$ cat src/rtl/rma_pkg.sv
// ----------------------------------------------------------------------------
// rma_pkg
// Shared types and constants of the register map allocator.
// ----------------------------------------------------------------------------
package rma_pkg;

  // Virtual register space, set by the 10-bit virtual register field
  localparam int unsigned VIRT_AW   = 10;
  localparam int unsigned VIRT_REGS = 1 << VIRT_AW;

  // Width of the physical register number on the result port
  localparam int unsigned PHYS_OW = 3;

  // Operation codes; the remaining code is ignored
  typedef enum logic [1:0] {
    OP_MAP        = 2'd0,
    OP_RELEASE    = 2'd1,
    OP_FUNC_START = 2'd2
  } op_e;

endpackage

$ cat src/rtl/register_map_allocator.sv
// ----------------------------------------------------------------------------
// register_map_allocator
// Maps virtual register numbers onto a small pool of physical registers.
//
//   channel  | direction | handshake                  | payload
//   ---------+-----------+----------------------------+------------------------
//   input    | in        | in_valid_i / in_ready_o    | op_i, virt_reg_i
//   result   | out       | out_valid_o / out_ready_i  | phys_reg_o, was_mapped_o,
//            |           |                            | out_of_regs_o
//
// One transaction per cycle is sustained while the result channel does not
// stall; a result passes from its input transaction through the map table
// read, then lookup/allocate into the result register. The table read is
// registered, so a write from the previous transaction is forwarded to the
// next one when both use the same virtual register. After reset a clearing
// pass writes every map table entry invalid, one entry per cycle; in_ready_o
// is low during that pass. A stalled result holds the lookup stage, which in
// turn holds off new input.
// ----------------------------------------------------------------------------
module register_map_allocator
  import rma_pkg::*;
#(
  parameter int unsigned PHYS_REGS = 7
) (
  input  logic                clk_i,
  input  logic                rst_ni,
  // input channel
  input  logic                in_valid_i,
  output logic                in_ready_o,
  input  logic [1:0]          op_i,
  input  logic [VIRT_AW-1:0]  virt_reg_i,
  // result channel
  output logic                out_valid_o,
  input  logic                out_ready_i,
  output logic [PHYS_OW-1:0]  phys_reg_o,
  output logic                was_mapped_o,
  output logic                out_of_regs_o
);

  localparam int unsigned PW = (PHYS_REGS > 1) ? $clog2(PHYS_REGS) : 1;
  localparam int unsigned EW = PW + 1;  // valid bit plus physical number

  // Lowest clear bit of the in-use mask
  function automatic logic [PW-1:0] lowest_free(input logic [PHYS_REGS-1:0] used);
    logic [PW-1:0] idx;
    idx = '0;
    for (int i = PHYS_REGS - 1; i >= 0; i--) begin
      if (!used[i]) idx = PW'(i);
    end
    return idx;
  endfunction

  // Map table storage
  logic [EW-1:0]         map_mem [VIRT_REGS];
  logic [EW-1:0]         rdata_q;
  logic                  mem_we;
  logic [VIRT_AW-1:0]    mem_waddr;
  logic [EW-1:0]         mem_wdata;

  // Clearing pass
  logic                  clearing_q;
  logic [VIRT_AW-1:0]    clr_cnt_q;

  // Lookup stage
  logic                  s1_valid_q;
  logic [1:0]            s1_op_q;
  logic [VIRT_AW-1:0]    s1_virt_q;
  logic                  fwd_hit_q;
  logic [EW-1:0]         fwd_entry_q;
  logic [PHYS_REGS-1:0]  in_use_q, in_use_d;

  // Result register
  logic                  out_valid_q;
  logic [PHYS_OW-1:0]    phys_q, phys_d;
  logic                  mapped_q, mapped_d;
  logic                  oor_q, oor_d;

  logic                  in_acc;
  logic                  s1_adv;
  logic [EW-1:0]         entry;
  logic [PW-1:0]         free_idx;
  logic                  any_free;
  logic                  alloc_we;
  logic [EW-1:0]         alloc_entry;

  // Handshake
  assign s1_adv     = s1_valid_q && (!out_valid_q || out_ready_i);
  assign in_ready_o = !clearing_q && (!s1_valid_q || s1_adv);
  assign in_acc     = in_valid_i && in_ready_o;

  // Table entry seen by the lookup stage, with write forwarding
  assign entry       = fwd_hit_q ? fwd_entry_q : rdata_q;
  assign free_idx    = lowest_free(in_use_q);
  assign any_free    = ~&in_use_q;
  assign alloc_entry = {1'b1, free_idx};

  // Lookup / allocate / release
  always_comb begin
    in_use_d = in_use_q;
    phys_d   = '0;
    mapped_d = 1'b0;
    oor_d    = 1'b0;
    alloc_we = 1'b0;
    case (s1_op_q)
      OP_MAP, OP_RELEASE: begin
        if (entry[PW]) begin
          phys_d   = PHYS_OW'(entry[PW-1:0]);
          mapped_d = 1'b1;
          if (s1_op_q == OP_RELEASE) begin
            in_use_d = in_use_q & ~(PHYS_REGS'(1) << entry[PW-1:0]);
          end
        end else if (any_free) begin
          phys_d   = PHYS_OW'(free_idx);
          alloc_we = 1'b1;
          if (s1_op_q == OP_MAP) begin
            in_use_d = in_use_q | (PHYS_REGS'(1) << free_idx);
          end
        end else begin
          oor_d = 1'b1;
        end
      end
      OP_FUNC_START: begin
        in_use_d = '0;
      end
      default: ;
    endcase
  end

  // Memory write port: clearing pass or allocation
  always_comb begin
    if (clearing_q) begin
      mem_we    = 1'b1;
      mem_waddr = clr_cnt_q;
      mem_wdata = '0;
    end else begin
      mem_we    = s1_adv && alloc_we;
      mem_waddr = s1_virt_q;
      mem_wdata = alloc_entry;
    end
  end

  // Map table memory with registered read
  always_ff @(posedge clk_i) begin
    if (mem_we) begin
      map_mem[mem_waddr] <= mem_wdata;
    end
    if (in_acc) begin
      rdata_q <= map_mem[virt_reg_i];
    end
  end

  // Clearing pass control
  always_ff @(posedge clk_i or negedge rst_ni) begin
    if (!rst_ni) begin
      clearing_q <= 1'b1;
      clr_cnt_q  <= '0;
    end else if (clearing_q) begin
      if (clr_cnt_q == VIRT_AW'(VIRT_REGS - 1)) begin
        clearing_q <= 1'b0;
      end else begin
        clr_cnt_q <= clr_cnt_q + VIRT_AW'(1);
      end
    end
  end

  // Lookup stage control and in-use mask
  always_ff @(posedge clk_i or negedge rst_ni) begin
    if (!rst_ni) begin
      s1_valid_q  <= 1'b0;
      out_valid_q <= 1'b0;
      in_use_q    <= '0;
    end else begin
      if (in_acc) begin
        s1_valid_q <= 1'b1;
      end else if (s1_adv) begin
        s1_valid_q <= 1'b0;
      end
      if (s1_adv) begin
        out_valid_q <= 1'b1;
        in_use_q    <= in_use_d;
      end else if (out_ready_i) begin
        out_valid_q <= 1'b0;
      end
    end
  end

  // Lookup stage payload and forwarding of the allocation write
  always_ff @(posedge clk_i) begin
    if (in_acc) begin
      s1_op_q     <= op_i;
      s1_virt_q   <= virt_reg_i;
      fwd_hit_q   <= s1_adv && alloc_we && (s1_virt_q == virt_reg_i);
      fwd_entry_q <= alloc_entry;
    end
  end

  // Result payload
  always_ff @(posedge clk_i) begin
    if (s1_adv) begin
      phys_q   <= phys_d;
      mapped_q <= mapped_d;
      oor_q    <= oor_d;
    end
  end

  assign out_valid_o   = out_valid_q;
  assign phys_reg_o    = phys_q;
  assign was_mapped_o  = mapped_q;
  assign out_of_regs_o = oor_q;

endmodule

$ cat config.mk
export PLATFORM = sky130hd
export DESIGN_NAME = register_map_allocator
export DESIGN_NICKNAME = d
export VERILOG_FILES = /design/src/rtl/rma_pkg.sv /design/src/rtl/register_map_allocator.sv
export SDC_FILE = /design/constraint.sdc
export NUM_CORES = 2
export LEC_CHECK = 0
export ABC_AREA = 1
export BUFFER_PORTS_ARGS = -buffer_cell sky130_fd_sc_hd__buf_4
export CORE_MARGIN = 2
export CORE_UTILIZATION = 39
export DETAILED_ROUTE_END_ITERATION = 8
export PLACE_DENSITY_LB_ADDON = 0.25
export SLEW_MARGIN = 20
export SYNTH_ARGS = -nofsm -noshare
export SYNTH_HDL_FRONTEND = slang
export SYNTH_SLANG_ARGS = --single-unit
$ cat constraint.sdc
create_clock -name clk_i -period 62.8 [get_ports clk_i]
set_clock_uncertainty 0.05 [all_clocks]
set_input_delay 3.14 -clock clk_i [delete_from_list [all_inputs] [get_ports clk_i]]
set_output_delay 3.14 -clock clk_i [all_outputs]
set_load 0.01 [all_outputs]
==> impl_metrics.yaml <==
grt:
  grt_max_degree: 207
  grtUsageTotal: 0.221
  grt_pass1_wl_um: 737000
  grt_pass1_vias: 109000
  antenna_found_initial: 35
  gr-total-overflow: 0
timing:
  fin_setup_tns_ns: 0
  slew_violations: 0
  slew_headroom: 0.165
  fmax_ghz: 0.100
  finalSetupViolCount: 0
  period_share: 0.159
  hold_viol_final: 0
  setup_ws_ns: 52.80
  period_minus_slack_ns: 10.00
  worstMarginPinSlew_ns: 1.25
  rsz0062_at_grt: "false"
synth:
  synth_top_area_cell: "edfxtp_1"
  syn_area_per_cell_um2: 11.6
  synth.most_common_cell: "nand2_1"
  synth_common_cells: "nand2_1 (4,198), edfxtp_1 (4,121), nand3_1 (4,098)"
  synth_nets: 14800
  synthFlopType: "edfxtp_1"
  yosysUniqueCellTypes: 34
  synth_area_um2: 171000
  synth_seq_area_share: 0.726
  yosysTopAreaCellShare: 0.723
  ys_warn_count: 0
  synth_cells: 14800
  postSynth.asyncResetShare: 0.00483
  ys_top_cells_by_area: "edfxtp_1 (72%), nand3_1 (12%), nand2_1 (9.2%)"
  ys_ff_latch: 4141
  synth_edf_count: 4121
routing:
  dr.max_layer_used: "met5"
  via_per_inst: 5.52
  wl_met2_um: 234000
  drt-met1-wl_um: 213000
  drt-wirelength-per-cell_um: 24.6
  drt-total-wl_um: 504000
  dr.pass1.iters: 7
  met3_length_um: 40600
  first_iter_violations: 13100
  drtAntennaViolNets: 0
  drc: 0
  via_count: 113000
die:
  start_util: 0.391
  pin_count: 23
  die_h_um: 667
  die_x_um: 667
  placementRows: 243
  die_area_um2: 444000
  core_um2: 438000
setup_path:
  reg2reg_from: "clearing_q"
  ff2ff_path_depth: 9
  r2r_end: "map_mem[579][2]"
  cp_cell_sequence: "buf_16, inv_16, buf_4, buf_4, buf_4, buf_4, buf_4, buf_4, nand2_1, nand3_1, nand3_1, nand3_1, nand3_1, nand3_1, nand3_1, nand3_1, nand3_1, nand2_1, nand2_1, nand2_1"
  crit_top_cell: "nand3_1"
  reg2reg_slack_ns: 57.26
  critPathMaxStageDelay_ns: 0.92
  path_max_fanout: 191
  critPathLaunchType: "input pin"
  required_ns: 63.57
  crit_path_top_delay_cell: "buf_4"
  arrival_ns: 10.78
  cp-end-kind: "flip-flop"
  crit_type: "in -> reg"
clocking:
  cts_tree: "yes"
  cts-root-buf: "clkbuf_16"
  cts_sinks: 4141
  numCtsBuffers: 430
  cts_setup_buffers: 0
  cts_resized: 0
  worstSkewPairLatency_ns: 0.99
  htreeDepth: 5
  clk_pin_slew_ns: 0.06
  cts.hold.buffers_added: 0
  cts_max_path_buffers: 4
pwr:
  power_density_nw_per_um2: 32.9
  p_leak_uw: 0.0634
  ir_drop_v: 0.0000298
placed_design:
  portBuffers: 22
  place_area_um2: 175000
  dp_slack_ns: 51.94
  gp_congestion: 0.825
  dp_hpwl_um: 272000
hold_path:
  whs_path_depth: 2
  worstHoldStart: "s1_valid_q"
  min_to: "out_valid_o"
  worstHoldPathType: "reg -> reg"
status:
  status: "complete, no violations"
finish:
  num-nets-final: 14400
  areaGrowthSynthToFinish_pct: 10.2
  drive_above_1_share: 0.0623
  design_area_um2: 189000
flow_run:
  drv_cap: 0
[metal layers]
metal	up-vias	global-route usage
li1	51400	-
met1	56400	0.310
met2	4606	0.356
met3	728	0.0323
met4	2	0.0692
met5	-	0
[critical path, delay by kind of cell]
| kind | cells | cell delay, ns |
|---|---|---|
| and+or+nand+nor | 12 | 1.58 |
| buffers and inverters | 8 | 5.62 |
[cell type report]
cell class / count / area [um2]
Fill cell: 40500 / 249000
Sequential cell: 4141 / 124000
Multi-Input combinational cell: 9467 / 41100
Clock buffer: 527 / 11200
Tap cell: 5757 / 7200
Clock inverter: 261 / 2280
Timing Repair Buffer: 266 / 2220
Inverter: 59 / 288
Antenna cell: 18 / 45.0
[kinds of logic (layout without fill, tap and decap cells)]
group / Yosys count / in the layout / share of synthesized area
simple gates: 9413 / 9413 / 0.237
flops: 4141 / 4141 / 0.726
buf+inv: 1160 / 1113 / 0.0349
compound gates: 38 / 38 / 0.00129
xor+xnor: 15 / 15 / 0.000767
fa+ha+maj: 1 / 1 / 0.0000731
other cells: 0 / 18 / 0
[power by group]
part           internal (uW)  leakage, uW  switching, uW
logic                   82.8       0.0201            428
clock network           1410      0.00659           1070
registers               3210       0.0367           3.27
total                   4700       0.0634           1500
[per-stage QoR]
stage | instances | power [uW] | hold slack (ns) | util
6_report | 20500 | 6210 | 0.424 | 0.431
5_1_grt | 20500 | 6390 | 0.463 | 0.431
4_1_cts | 20500 | 6240 | 0.429 | 0.431
3_5_place_dp | 19700 | 3780 | 0.414 | 0.400
3_3_place_gp | 19700 | 3780 | 0.403 | 0.400
2_1_floorplan | 14800 | 3810 | 0.398 | -
[worst max-delay path by stage]
| stage | start | slack [ns] | endpoint |
|---|---|---|---|
| 2_1_floorplan | in_use_q[2] | 16.23 | map_mem[0][2] |
| 3_3_place_gp | virt_reg_i[0] | 51.98 | rdata_q[3] |
| 3_5_place_dp | virt_reg_i[0] | 51.94 | rdata_q[3] |
| 4_1_cts | virt_reg_i[0] | 52.96 | rdata_q[3] |
| 5_1_grt | virt_reg_i[0] | 52.36 | rdata_q[3] |
| 6_report | virt_reg_i[0] | 52.80 | rdata_q[3] |
[layout by cell type (no fill, tap or decap), types with 6 or more instances in the layout]
master and n:
nand2_2 6, inv_1 42, nor2_2 11, clkinv_1 103
nand4_1 23, bufinv_16 35, nand2_1 4184, buf_12 12
inv_2 8, xor2_1 9, nand3_1 4094, clkinv_2 85
inv_6 10, o21ai_0 8, clkinvlp_4 17, clkbuf_16 435
clkbuf_1 92, nand2_4 8, a21oi_1 13, diode_2 18
buf_4 247, nor2_1 1054, dfrtp_1 19, edfxtp_1 4121
xnor2_1 6, nor3_1 18
[registers in the layout (all words and copies together) (netlist names), 2 cells and up]
name / cells
s1_virt_q: 10
in_use_q: 7
map_mem: 4096
s1_op_q: 2
clr_cnt_q: 10
rdata_q: 4
phys_reg_o: 3
fwd_entry_q: 3
Power figures use the tool's default switching activity.
